<file path="src/rtl/core/ffba_pkg.sv">
// Shared types and constants of the first-fit block allocator.
`default_nettype none

package ffba_pkg;

   // Default table depth and header size.
   localparam int MAX_BLOCKS_DEF   = 16;
   localparam int HEADER_BYTES_DEF = 16;

   // Heap span and fixed field widths.
   localparam int               ADDR_W    = 16;
   localparam int               LIMIT_W   = 17;
   localparam logic [16:0]      HEAP_SPAN = 17'h10000;

   // Request opcodes.
   localparam logic OP_ALLOC = 1'b0;
   localparam logic OP_FREE  = 1'b1;

   // Result status codes.
   typedef enum logic [2:0] {
      ST_REUSED   = 3'd0,
      ST_APPENDED = 3'd1,
      ST_RELEASED = 3'd2,
      ST_MARKED   = 3'd3,
      ST_ZERO_REQ = 3'd4,
      ST_NO_SPACE = 3'd5,
      ST_UNKNOWN  = 3'd6
   } status_type;

   // One block table entry: header address, payload size and free flag.
   typedef struct packed {
      logic              free;
      logic [ADDR_W-1:0] size;
      logic [ADDR_W-1:0] start;
   } entry_type;

endpackage

`default_nettype wire

</file>
<file path="src/rtl/core/ffba_table.sv">
// Block table memory with one write port and one registered read port.
`default_nettype none

module ffba_table #(
   parameter int MAX_BLOCKS = ffba_pkg::MAX_BLOCKS_DEF,
   localparam int IDX_W     = $clog2(MAX_BLOCKS)
) (
   input  wire                   clock,
   input  wire                   wr_en,
   input  wire [IDX_W-1:0]       wr_idx,
   input  ffba_pkg::entry_type   wr_data,
   input  wire [IDX_W-1:0]       rd_idx,
   output ffba_pkg::entry_type   rd_data
);

   ffba_pkg::entry_type mem [MAX_BLOCKS];
   ffba_pkg::entry_type rd_data_ff;

   // Write port.
   always_ff @(posedge clock) begin
      if (wr_en) begin
         mem[wr_idx] <= wr_data;
      end
   end

   // Read port, data registered.
   always_ff @(posedge clock) begin
      rd_data_ff <= mem[rd_idx];
   end

   assign rd_data = rd_data_ff;

endmodule

`default_nettype wire

</file>
<file path="src/rtl/core/ffba_ctrl.sv">
// Sequencer that walks the block table one entry a cycle and applies the update.
`default_nettype none

module ffba_ctrl #(
   parameter int MAX_BLOCKS   = ffba_pkg::MAX_BLOCKS_DEF,
   parameter int HEADER_BYTES = ffba_pkg::HEADER_BYTES_DEF,
   localparam int IDX_W       = $clog2(MAX_BLOCKS),
   localparam int CNT_W       = $clog2(MAX_BLOCKS + 1)
) (
   input  wire                   clock,
   input  wire                   reset,
   input  wire                   start,
   output logic                  busy,
   input  wire                   req_opcode,
   input  wire [15:0]            req_request_size,
   input  wire [15:0]            req_block_address,
   input  wire [16:0]            heap_limit,
   output logic [IDX_W-1:0]      tbl_rd_idx,
   input  ffba_pkg::entry_type   tbl_rd_data,
   output logic                  tbl_wr_en,
   output logic [IDX_W-1:0]      tbl_wr_idx,
   output ffba_pkg::entry_type   tbl_wr_data,
   output logic                  rsp_strobe,
   output logic [2:0]            rsp_status,
   output logic [15:0]           rsp_data_address,
   output logic [15:0]           rsp_block_size
);

   typedef enum logic [2:0] {
      S_IDLE   = 3'b001,
      S_SCAN   = 3'b010,
      S_UPDATE = 3'b100
   } state_type;

   state_type             state_ff, state_in;
   logic [CNT_W-1:0]      cnt_ff, cnt_in;
   logic [16:0]           top_ff, top_in;
   logic [CNT_W-1:0]      scan_ff, scan_in;
   logic                  pend_ff, pend_in;
   logic [IDX_W-1:0]      pend_idx_ff, pend_idx_in;
   logic                  hit_ff, hit_in;
   logic [IDX_W-1:0]      hit_idx_ff, hit_idx_in;
   ffba_pkg::entry_type   hit_ent_ff, hit_ent_in;
   logic                  op_ff, op_in;
   logic [15:0]           size_ff, size_in;
   logic [15:0]           addr_ff, addr_in;
   logic                  rsp_vld_ff, rsp_vld_in;
   ffba_pkg::status_type  rsp_st_ff, rsp_st_in;
   logic [15:0]           rsp_addr_ff, rsp_addr_in;
   logic [15:0]           rsp_size_ff, rsp_size_in;

   logic                  accept;
   logic                  issue_vld;
   logic                  match;
   logic [16:0]           limit_c;
   logic [17:0]           append_sum;
   logic                  fits;
   logic                  is_last;
   logic [15:0]           hit_data_addr;

   assign accept     = start && (state_ff == S_IDLE);
   assign busy       = (state_ff != S_IDLE);
   assign issue_vld  = (scan_ff < cnt_ff);
   assign tbl_rd_idx = scan_ff[IDX_W-1:0];

   // Shared compare unit: fit test for allocate, address test for free.
   always_comb begin
      if (op_ff == ffba_pkg::OP_ALLOC) begin
         match = tbl_rd_data.free && (tbl_rd_data.size >= size_ff);
      end else begin
         match = (({1'b0, tbl_rd_data.start} + 17'(HEADER_BYTES)) == {1'b0, addr_ff});
      end
   end

   // Append check against the clamped heap limit and the table depth.
   assign limit_c    = (heap_limit > ffba_pkg::HEAP_SPAN) ? ffba_pkg::HEAP_SPAN : heap_limit;
   assign append_sum = {1'b0, top_ff} + 18'(HEADER_BYTES) + {2'b00, size_ff};
   assign fits       = (cnt_ff < CNT_W'(MAX_BLOCKS)) && (append_sum <= {1'b0, limit_c});
   assign is_last    = ((CNT_W'(hit_idx_ff) + CNT_W'(1)) == cnt_ff);
   assign hit_data_addr = 16'(hit_ent_ff.start + 16'(HEADER_BYTES));

   // Sequencer next state and datapath.
   always_comb begin
      state_in    = state_ff;
      cnt_in      = cnt_ff;
      top_in      = top_ff;
      scan_in     = scan_ff;
      pend_in     = pend_ff;
      pend_idx_in = pend_idx_ff;
      hit_in      = hit_ff;
      hit_idx_in  = hit_idx_ff;
      hit_ent_in  = hit_ent_ff;
      op_in       = op_ff;
      size_in     = size_ff;
      addr_in     = addr_ff;
      rsp_vld_in  = 1'b0;
      rsp_st_in   = rsp_st_ff;
      rsp_addr_in = rsp_addr_ff;
      rsp_size_in = rsp_size_ff;
      tbl_wr_en   = 1'b0;
      tbl_wr_idx  = hit_idx_ff;
      tbl_wr_data = hit_ent_ff;

      unique case (state_ff)
         S_IDLE: begin
            if (accept) begin
               op_in   = req_opcode;
               size_in = req_request_size;
               addr_in = req_block_address;
               scan_in = '0;
               pend_in = 1'b0;
               hit_in  = 1'b0;
               // A zero-size allocate or a free of address zero is answered without a table walk.
               if (req_opcode == ffba_pkg::OP_ALLOC && req_request_size == 16'd0) begin
                  rsp_vld_in  = 1'b1;
                  rsp_st_in   = ffba_pkg::ST_ZERO_REQ;
                  rsp_addr_in = '0;
                  rsp_size_in = '0;
               end else if (req_opcode == ffba_pkg::OP_FREE &&
                            req_block_address == 16'd0) begin
                  rsp_vld_in  = 1'b1;
                  rsp_st_in   = ffba_pkg::ST_UNKNOWN;
                  rsp_addr_in = '0;
                  rsp_size_in = '0;
               end else begin
                  state_in = S_SCAN;
               end
            end
         end
         S_SCAN: begin
            // Reads are issued one entry ahead of the compare.
            pend_in     = issue_vld;
            pend_idx_in = scan_ff[IDX_W-1:0];
            if (issue_vld) begin
               scan_in = scan_ff + CNT_W'(1);
            end
            if (pend_ff && match) begin
               hit_in     = 1'b1;
               hit_idx_in = pend_idx_ff;
               hit_ent_in = tbl_rd_data;
               state_in   = S_UPDATE;
            end else if (!issue_vld) begin
               hit_in   = 1'b0;
               state_in = S_UPDATE;
            end
         end
         S_UPDATE: begin
            rsp_vld_in = 1'b1;
            state_in   = S_IDLE;
            if (op_ff == ffba_pkg::OP_ALLOC) begin
               if (hit_ff) begin
                  // Reuse the first fitting free block.
                  tbl_wr_en        = 1'b1;
                  tbl_wr_data.free = 1'b0;
                  rsp_st_in        = ffba_pkg::ST_REUSED;
                  rsp_addr_in      = hit_data_addr;
                  rsp_size_in      = hit_ent_ff.size;
               end else if (fits) begin
                  // Append a new block at the heap top.
                  tbl_wr_en         = 1'b1;
                  tbl_wr_idx        = cnt_ff[IDX_W-1:0];
                  tbl_wr_data.free  = 1'b0;
                  tbl_wr_data.size  = size_ff;
                  tbl_wr_data.start = top_ff[15:0];
                  cnt_in            = cnt_ff + CNT_W'(1);
                  top_in            = append_sum[16:0];
                  rsp_st_in         = ffba_pkg::ST_APPENDED;
                  rsp_addr_in       = 16'(top_ff[15:0] + 16'(HEADER_BYTES));
                  rsp_size_in       = size_ff;
               end else begin
                  rsp_st_in   = ffba_pkg::ST_NO_SPACE;
                  rsp_addr_in = '0;
                  rsp_size_in = '0;
               end
            end else begin
               if (hit_ff && is_last) begin
                  // The last block goes and the top retreats.
                  cnt_in      = CNT_W'(hit_idx_ff);
                  top_in      = {1'b0, hit_ent_ff.start};
                  rsp_st_in   = ffba_pkg::ST_RELEASED;
                  rsp_addr_in = '0;
                  rsp_size_in = hit_ent_ff.size;
               end else if (hit_ff) begin
                  tbl_wr_en        = 1'b1;
                  tbl_wr_data.free = 1'b1;
                  rsp_st_in        = ffba_pkg::ST_MARKED;
                  rsp_addr_in      = '0;
                  rsp_size_in      = hit_ent_ff.size;
               end else begin
                  rsp_st_in   = ffba_pkg::ST_UNKNOWN;
                  rsp_addr_in = '0;
                  rsp_size_in = '0;
               end
            end
         end
         default: begin
            state_in = S_IDLE;
         end
      endcase
   end

   // Control registers.
   always_ff @(posedge clock) begin
      if (reset) begin
         state_ff   <= S_IDLE;
         cnt_ff     <= '0;
         top_ff     <= '0;
         scan_ff    <= '0;
         pend_ff    <= 1'b0;
         hit_ff     <= 1'b0;
         rsp_vld_ff <= 1'b0;
      end else begin
         state_ff   <= state_in;
         cnt_ff     <= cnt_in;
         top_ff     <= top_in;
         scan_ff    <= scan_in;
         pend_ff    <= pend_in;
         hit_ff     <= hit_in;
         rsp_vld_ff <= rsp_vld_in;
      end
   end

   // Payload registers.
   always_ff @(posedge clock) begin
      pend_idx_ff <= pend_idx_in;
      hit_idx_ff  <= hit_idx_in;
      hit_ent_ff  <= hit_ent_in;
      op_ff       <= op_in;
      size_ff     <= size_in;
      addr_ff     <= addr_in;
      rsp_st_ff   <= rsp_st_in;
      rsp_addr_ff <= rsp_addr_in;
      rsp_size_ff <= rsp_size_in;
   end

   assign rsp_strobe       = rsp_vld_ff;
   assign rsp_status       = rsp_st_ff;
   assign rsp_data_address = rsp_addr_ff;
   assign rsp_block_size   = rsp_size_ff;

   // The table never holds more entries than its depth.
   a_cnt_bound: assert property (@(posedge clock) disable iff (reset)
      cnt_ff <= CNT_W'(MAX_BLOCKS))
      else $error("block count above table depth");

   // An empty table means an empty heap.
   a_empty_top: assert property (@(posedge clock) disable iff (reset)
      (cnt_ff == '0) |-> (top_ff == '0))
      else $error("heap top nonzero with empty table");

   // Every update step gives a result word in the next cycle.
   a_update_rsp: assert property (@(posedge clock) disable iff (reset)
      (state_ff == S_UPDATE) |=> rsp_vld_ff)
      else $error("update without result word");

   // An append grows the table by exactly one entry.
   a_append_cnt: assert property (@(posedge clock) disable iff (reset)
      (rsp_vld_ff && rsp_st_ff == ffba_pkg::ST_APPENDED && $past(state_ff) == S_UPDATE)
      |-> (cnt_ff == $past(cnt_ff) + CNT_W'(1)))
      else $error("append did not grow the table");

   // Only granted blocks carry a data address.
   a_addr_zero: assert property (@(posedge clock) disable iff (reset)
      (rsp_vld_ff && rsp_st_ff != ffba_pkg::ST_REUSED && rsp_st_ff != ffba_pkg::ST_APPENDED)
      |-> (rsp_addr_ff == '0))
      else $error("data address on a non-grant result");

endmodule

`default_nettype wire

</file>
<file path="src/rtl/core/first_fit_block_allocator_core.sv">
// Top level of the first-fit block allocator: limit register, sequencer and block table.
// The result strobe follows a walk of the table that stops at the first hit or after all
// entries, and then the update step; a zero-size allocate or a free of address zero skips
// the walk, and its strobe rises in the cycle after the accept.
// Throughput: one word at a time; busy falls as the strobe rises, set by the walk of one entry
// per cycle through the single table read port. The receiver cannot stall results.
// Reset (synchronous, active high) empties the table, clears the heap top and sets the limit.
`default_nettype none

module first_fit_block_allocator_core #(
   parameter int MAX_BLOCKS   = ffba_pkg::MAX_BLOCKS_DEF,
   parameter int HEADER_BYTES = ffba_pkg::HEADER_BYTES_DEF,
   localparam int IDX_W       = $clog2(MAX_BLOCKS)
) (
   input  wire         clock,
   input  wire         reset,
   input  wire         start,
   output logic        busy,
   input  wire         req_opcode,
   input  wire [15:0]  req_request_size,
   input  wire [15:0]  req_block_address,
   output logic        rsp_strobe,
   output logic [2:0]  rsp_status,
   output logic [15:0] rsp_data_address,
   output logic [15:0] rsp_block_size,
   input  wire         csr_wr_en,
   input  wire [16:0]  csr_wr_data
);

   logic [16:0]          heap_limit_ff;
   logic [IDX_W-1:0]     tbl_rd_idx;
   ffba_pkg::entry_type  tbl_rd_data;
   logic                 tbl_wr_en;
   logic [IDX_W-1:0]     tbl_wr_idx;
   ffba_pkg::entry_type  tbl_wr_data;

   // Heap limit register.
   always_ff @(posedge clock) begin
      if (reset) begin
         heap_limit_ff <= ffba_pkg::HEAP_SPAN;
      end else if (csr_wr_en) begin
         heap_limit_ff <= csr_wr_data;
      end
   end

   ffba_ctrl #(
      .MAX_BLOCKS   (MAX_BLOCKS),
      .HEADER_BYTES (HEADER_BYTES)
   ) u_ctrl (
      .clock             (clock),
      .reset             (reset),
      .start             (start),
      .busy              (busy),
      .req_opcode        (req_opcode),
      .req_request_size  (req_request_size),
      .req_block_address (req_block_address),
      .heap_limit        (heap_limit_ff),
      .tbl_rd_idx        (tbl_rd_idx),
      .tbl_rd_data       (tbl_rd_data),
      .tbl_wr_en         (tbl_wr_en),
      .tbl_wr_idx        (tbl_wr_idx),
      .tbl_wr_data       (tbl_wr_data),
      .rsp_strobe        (rsp_strobe),
      .rsp_status        (rsp_status),
      .rsp_data_address  (rsp_data_address),
      .rsp_block_size    (rsp_block_size)
   );

   ffba_table #(
      .MAX_BLOCKS (MAX_BLOCKS)
   ) u_table (
      .clock   (clock),
      .wr_en   (tbl_wr_en),
      .wr_idx  (tbl_wr_idx),
      .wr_data (tbl_wr_data),
      .rd_idx  (tbl_rd_idx),
      .rd_data (tbl_rd_data)
   );

endmodule

`default_nettype wire
</file>
<file path="config.mk">
export PLATFORM = sky130hd
export DESIGN_NAME = first_fit_block_allocator_core
export DESIGN_NICKNAME = d
export VERILOG_FILES = /design/src/rtl/core/ffba_pkg.sv /design/src/rtl/core/ffba_table.sv /design/src/rtl/core/ffba_ctrl.sv /design/src/rtl/core/first_fit_block_allocator_core.sv
export SDC_FILE = /design/constraint.sdc
export NUM_CORES = 1
export LEC_CHECK = 0
export BUFFER_PORTS_ARGS = -buffer_cell sky130_fd_sc_hd__clkbuf_2
export CAP_MARGIN = 5
export CORE_AREA = 2 2 295 297
export DETAILED_ROUTE_END_ITERATION = 7
export DIE_AREA = 0 0 297 299
export GPL_ROUTABILITY_DRIVEN = 0
export GPL_TIMING_DRIVEN = 0
export MAX_ROUTING_LAYER = met4
export PLACE_DENSITY_LB_ADDON = 0.25
export SLEW_MARGIN = 40
export SYNTH_ARGS = -nofsm -noshare
export SYNTH_HDL_FRONTEND = slang
export SYNTH_HIERARCHICAL = 1
export SYNTH_SLANG_ARGS = --single-unit
</file>
<file path="constraint.sdc">
create_clock -name clock -period 12.05 [get_ports clock]
set_input_delay 1.205 -clock clock [delete_from_list [all_inputs] [get_ports clock]]
set_output_delay 1.205 -clock clock [all_outputs]
set_load 0.02 [all_outputs]
</file>
# Yosys cells after proc, flatten, opt, wreduce, memory -nomap -nowiden
# Memories as Yosys holds them, arrays and structs flattened. A register that Yosys moved wholly into a read port is not among the register bits.
# Cells that the tools add are included.
# totals
reg_bits,159
ram_bits,528
in_bits,54
out_inout_bits,37
word_cells,138
mem_count,1
# mem_list
memory,words,width,rd,rd_ports_with_merged_regs,wr,line,source
u_table.mem,16,33,1,1,1,ffba_table.sv:16,ffba_pkg::entry_type mem [MAX_BLOCKS];
# classes
n_addsub,8
n_lt_le_gt_ge,5
n_eq_ne,14
n_mux,70
bitwise_logic,1
n_reduce_logical,20
# op_table
op,n
$mux 16,11
$mux 17,5
$mux 33,2
$mux 32,2
$pmux 16 s2,2
$mux 3,13
$add 16x5->16 const B,2
$logic_not 16->1,2
$mux 5,6
$mux 1,19
$add 17x5->18 const B,1
$add 18x16->18,1
$le 18x17->1,1
$add 16x5->17 const B,1
$eq 17x16->1,1
$gt 17x17->1 const B,1
$ge 16x16->1,1
$mux 4,4
$pmux 3 s2,2
$add 5x1->5 const B,2
$pmux 5 s2,1
$reduce_and 3->1,3
$ne 2x2->1 const B,4
$reduce_and 4->1,2
15 further kinds,29

# Depth between registers and ports, before layout
# logic_depth
depth_word,10
mapped_depth,23
ltp_nobuf,21

# Cells and area by module
# Netlist, hierarchy kept.
# by_module_without_submodules
module,n_inst,cells_per_inst,area_each_um2,seq_area_each_um2
ffba_table,1,864,20629.8,16515.8
ffba_ctrl,1,850,8594.5,3933.8
first_fit_block_allocator_core,1,55,616.8,340.3

# Least setup slack after synthesis
# OpenSTA, ideal clock, no wires.
# synth_timing
path_type,register to register
start,register u_ctrl.size_ff[1]
end,memory u_table/mem[0][0] (netlist bit) (enable)
setup_ns,0.464
arrival_time_ns,7.088
t_required_ns,11.586
slack_ns,4.497
path_stages_with_launch,23
n_path_buf,2
period_less_slack_ns,7.553
path_cell_list,edfxtp_1 -> ha_1 -> ha_1 -> fa_1 -> a211oi_2 -> o21ai_1 -> a41o_1 -> o41ai_4 -> o21bai_1 -> a21oi_1 -> xnor2_1 -> ha_1 -> nand2_1 -> nor4_1 -> o31ai_1 -> a31o_2 -> o2111a_1 -> buf_4 -> buf_4 -> nand2_1 -> o21ai_0 -> or3b_2 -> nor3_1
# synth_between
word_cells_on_any_way,13
classes_between,1 x add/sub; 1 x order compare; 10 x mux; 1 x reduce/logical
# synth_rtl
item,line,source
"start, declared",ffba_ctrl.sv:45,"logic [15:0] size_ff, size_in;"
"start signal, assigned",ffba_ctrl.sv:229,size_ff <= size_in;
$add 18x16->18,ffba_ctrl.sv:77,"assign append_sum = {1'b0, top_ff} + 18'(HEADER_BYTES) + {2'b00, size_ff};"
$le 18x17->1,ffba_ctrl.sv:78,"assign fits = (cnt_ff < CNT_W'(MAX_BLOCKS)) && (append_sum <= {1'b0, limit_c});"
$logic_and 1x1->1,ffba_ctrl.sv:78,
$mux 4,ffba_ctrl.sv:158,end else if (fits) begin
$mux 4,ffba_ctrl.sv:151,if (hit_ff) begin
$mux 4,ffba_ctrl.sv:150,if (op_ff == ffba_pkg::OP_ALLOC) begin
$mux 4,ffba_ctrl.sv:104,unique case (state_ff)
net tbl_wr_idx[2],first_fit_block_allocator_core.sv:34,logic [IDX_W-1:0] tbl_wr_idx;
"end, declared",ffba_table.sv:16,
# The timed path passes the listed nets, and every way through them passes these cells.

# Final worst setup path
# layout_timing
start,register u_ctrl.size_ff[0]
end,memory u_table/mem[12][5] (netlist bit) (enable)
# The elaborated chain is that of the path after synthesis.

==> results_dict.tcl <==
set metrics [dict create \
    yosysWarnings 6 \
    drtIter0Drc 1253 \
    final_layout_size_suffix_gt1_share_pct 23.1 \
    critPathSlowestCell "clkbuf_1" \
    combPwrFrac_pct 3.4 \
    synth_mux_area_share_pct 11.4 \
    cts_max_path_buffers 3 \
    cts.repair.resized 0 \
    synth_nets 1899 \
    antenna_found_initial 0 \
    grt_setup_unrepaired "false" \
    synth_compound_area_share_pct 5.90 \
    synth_adder_area_share_pct 3.21 \
    vdd_drop_max_mv 0.0896 \
    diodes 0 \
    critPathKind "reg2reg" \
    async_flop_share_pct 0 \
    dp_hpwl_um 54600 \
    fin_crit_sh_pct 63.3 \
    track_usage_pct 17.3 \
    post-route-min-period_ps 7620 \
    p_sw_mw 1.09 \
    synthSimpleGateAreaFrac_pct 5.79 \
    routed_wl_um 75100 \
    synth_cell_types 75 \
    netlist_area_um2 29800 \
    netSwitchingFraction_pct 20.9 \
    synth_edf_count 637 \
    required_ps 12370 \
    htree_levels 3 \
    synth-main-ff-cell "edfxtp_1" \
    endpoint_kind "register" \
    ys_seq_elements 720 \
    syn_area_per_cell_um2 16.9 \
    num_rows 108 \
    max_freq_mhz 131 \
    status "complete, no violations" \
    crit_path_start_kind "register" \
    die_h_um 299 \
    drv_slew 0 \
    rrSetupSlack_ps 4430 \
    start_util_pct 34.7 \
    max-cap-violations 0 \
    crit_family "compound AO/OA/AOI/OAI gates" \
    seqPwrFrac_pct 52.4 \
    pwr_density_cell_nw_per_um2 148 \
    drtPass1Iterations 5 \
    worst_clock_skew_ps 19.6 \
    crit_arrival_ps 7940 \
    via_per_inst 5.25 \
    cts_hold_buf 0 \
    area_delta_synth_final_pct 18.1 \
    post-cts-setup-buffers 0 \
    cp_slowest_stage_delay_ps 570 \
    hold_viol 0 \
    wire_per_inst_um 23.4 \
    dp.cells 3077 \
    cts_tree "done" \
    synthCells 1769 \
    cts_sinks 720 \
    clk-insertion-delay-late_ps 610 \
    cpMostUsedCell "ha_1" \
    tightest_slew_ps 874 \
    detail-route-antenna-nets 0 \
    fin_nets 2128 \
    internal_power_mw 4.12 \
    hp-class "reg2reg" \
    power.leakage_nw 11.9 \
    port_buffers 89 \
    setup_tns_ps 0 \
    dr_total_vias 16900 \
    path_buf_inv 5 \
    core-area_um2 85900 \
    grt_first_pass_wirelength_um 112000 \
    grt_max_degree 38 \
    grt_pass1_vias 17300 \
    seq_area_frac_synth_pct 69.7 \
    remaining_drc_errors 0 \
    clkSlewWorstSetupHoldPaths_ps 60 \
    stdcell_count 3213 \
    io_pins 91 \
    synth-xor-area-share_pct 1.70 \
    die-width_um 297 \
    fin_worst_hold_slack_ps 418 \
    setup_viol 0 \
    gr-total-overflow 0 \
    cts_buffers 74 \
    clockRootBuffer "clkbuf_16" \
    clock_power_share_pct 44.2 \
    dieArea_um2 88800 \
    relSlewSlack_pct 41.3 \
    critical_path.max_fanout 10 \
    synth_top_family_by_area "multiplexers" \
]
## power groups by stage
stage / logic, mW / registers (mW) / clock network [mW]
6_report: 0.178 / 2.73 / 2.30
3_3_place_gp: 0.166 / 2.78 / 0
3_5_place_dp: 0.176 / 2.78 / 0
5_1_grt: 0.197 / 2.73 / 2.44
2_1_floorplan: 0.114 / 2.77 / 0
4_1_cts: 0.177 / 2.73 / 2.36
## per-layer routing
layer  track usage, %  share of wire (%)
met1             21.4                 42
met2             28.8                 50
met3             2.33                4.4
met4             7.18                3.9
met5                -                  0
## worst register-to-register path, stage by stage (launching register included)
cell,delay [ps]
edfxtp_1,540
ha_1,270
ha_1,210
fa_1,430
a211oi_2,250
o21ai_1,160
a41o_1,330
o41ai_4,430
o21bai_1,190
a21oi_1,210
xnor2_1,110
ha_1,330
nand2_1,90
nor4_1,440
o31ai_1,160
a31o_2,290
o2111ai_2,190
clkbuf_1,570
nand2_1,130
o21ai_1,350
nand3_1,430
nor3_2,350
buf_2,280
buf_4,200
buf_2,210
buf_4,190
## flip-flops by register name, summed over array words and instances (netlist names), 16 cells and up
register / cells
u_ctrl/addr_ff: 16
u_ctrl/rsp_data_address: 16
u_table/mem: 528
heap_limit_ff: 17
u_ctrl/top_ff: 17
u_table/rd_data: 33
u_ctrl/rsp_block_size: 16
u_ctrl/hit_ent_ff: 33
u_ctrl/size_ff: 16
## area by class of cell
type | instances | area, um^2
clock inverter | 42 | 457
timing repair buffer | 153 | 1280
multi-input combinational | 924 | 8580
sequential | 720 | 20800
inverter | 43 | 164
clock buffer | 94 | 1990
tap | 1155 | 1450
buffer | 82 | 538
fill | 7722 | 50700
## logic make-up (layout without fill, tap and decap cells)
group,after synthesis,after routing
buffers and inverters,125,414
AND/OR/NAND/NOR,379,379
multiplexers,167,167
flip-flops,720,720
adder cells (fa/ha/maj),76,76
XOR/XNOR,58,58
AO/OA/AOI/OAI,244,244
## placed cells by master (no fill, tap or decap), types with 56 or more instances in the layout
master and count:
edfxtp_1 637, nand2_1 173, mux4_2 113, clkbuf_2 90
dfxtp_1 83, clkbuf_16 77, ha_1 75, a22oi_1 67
clkbuf_1 57, nor2_1 56
## per-stage QoR
stage	total power, mW	utilization [%]	setup slack, ps	cell area, um^2
after global routing	5.37	41.0	4100	35200
after CTS	5.26	41.0	4240	35200
after global placement	2.95	36.9	773	31700
final	5.21	41.0	4430	35200
after floorplan	2.88	-	4500	29800
after detailed placement	2.96	38.2	4250	32800
## path summary, 6_finish.rpt
kind | start | end | depth (start not counted)
min reg2reg | u_ctrl/pend_idx_ff[0] | u_ctrl/hit_idx_ff[0] | 0
min | u_ctrl/pend_idx_ff[0] | u_ctrl/hit_idx_ff[0] | 0
max | u_ctrl/size_ff[0] | u_table/mem[12][5] | 25
max reg2reg | u_ctrl/size_ff[0] | u_table/mem[12][5] | 25
## synthesized netlist by cell type (6+ instances only)
cell      number  area [um^2]
mux2i_1       33          330
nor4_1        17          106
o211ai_1       7         52.6
buf_4          7         52.6
edfxtp_1     637        19100
o22ai_2        6         75.1
nand3_1       27          135
and3_1        12         75.1
o21ai_0       48          240
mux4_1        19          499
buf_2         17         85.1
nor3_1        30          150
buf_12         7          140
mux4_2       113         2540
nand4_1       13         81.3
a22oi_1       67          503
buf_6          6         67.6
inv_1         42          158
clkbuf_1      41          154
a21o_1         9         67.6
a211oi_1       9         67.6
a21oi_1       32          160
xor2_1        30          263
nand2_1      173          649
and2_1         6         37.5
ha_1          75          938
o21ai_1        6         30.0
nand3b_1       7         52.6
a311oi_1       6         52.6
dfxtp_1       83         1660
nor2_1        68          255
xnor2_1       28          245
Note: power is estimated with default switching activity, not from simulation.
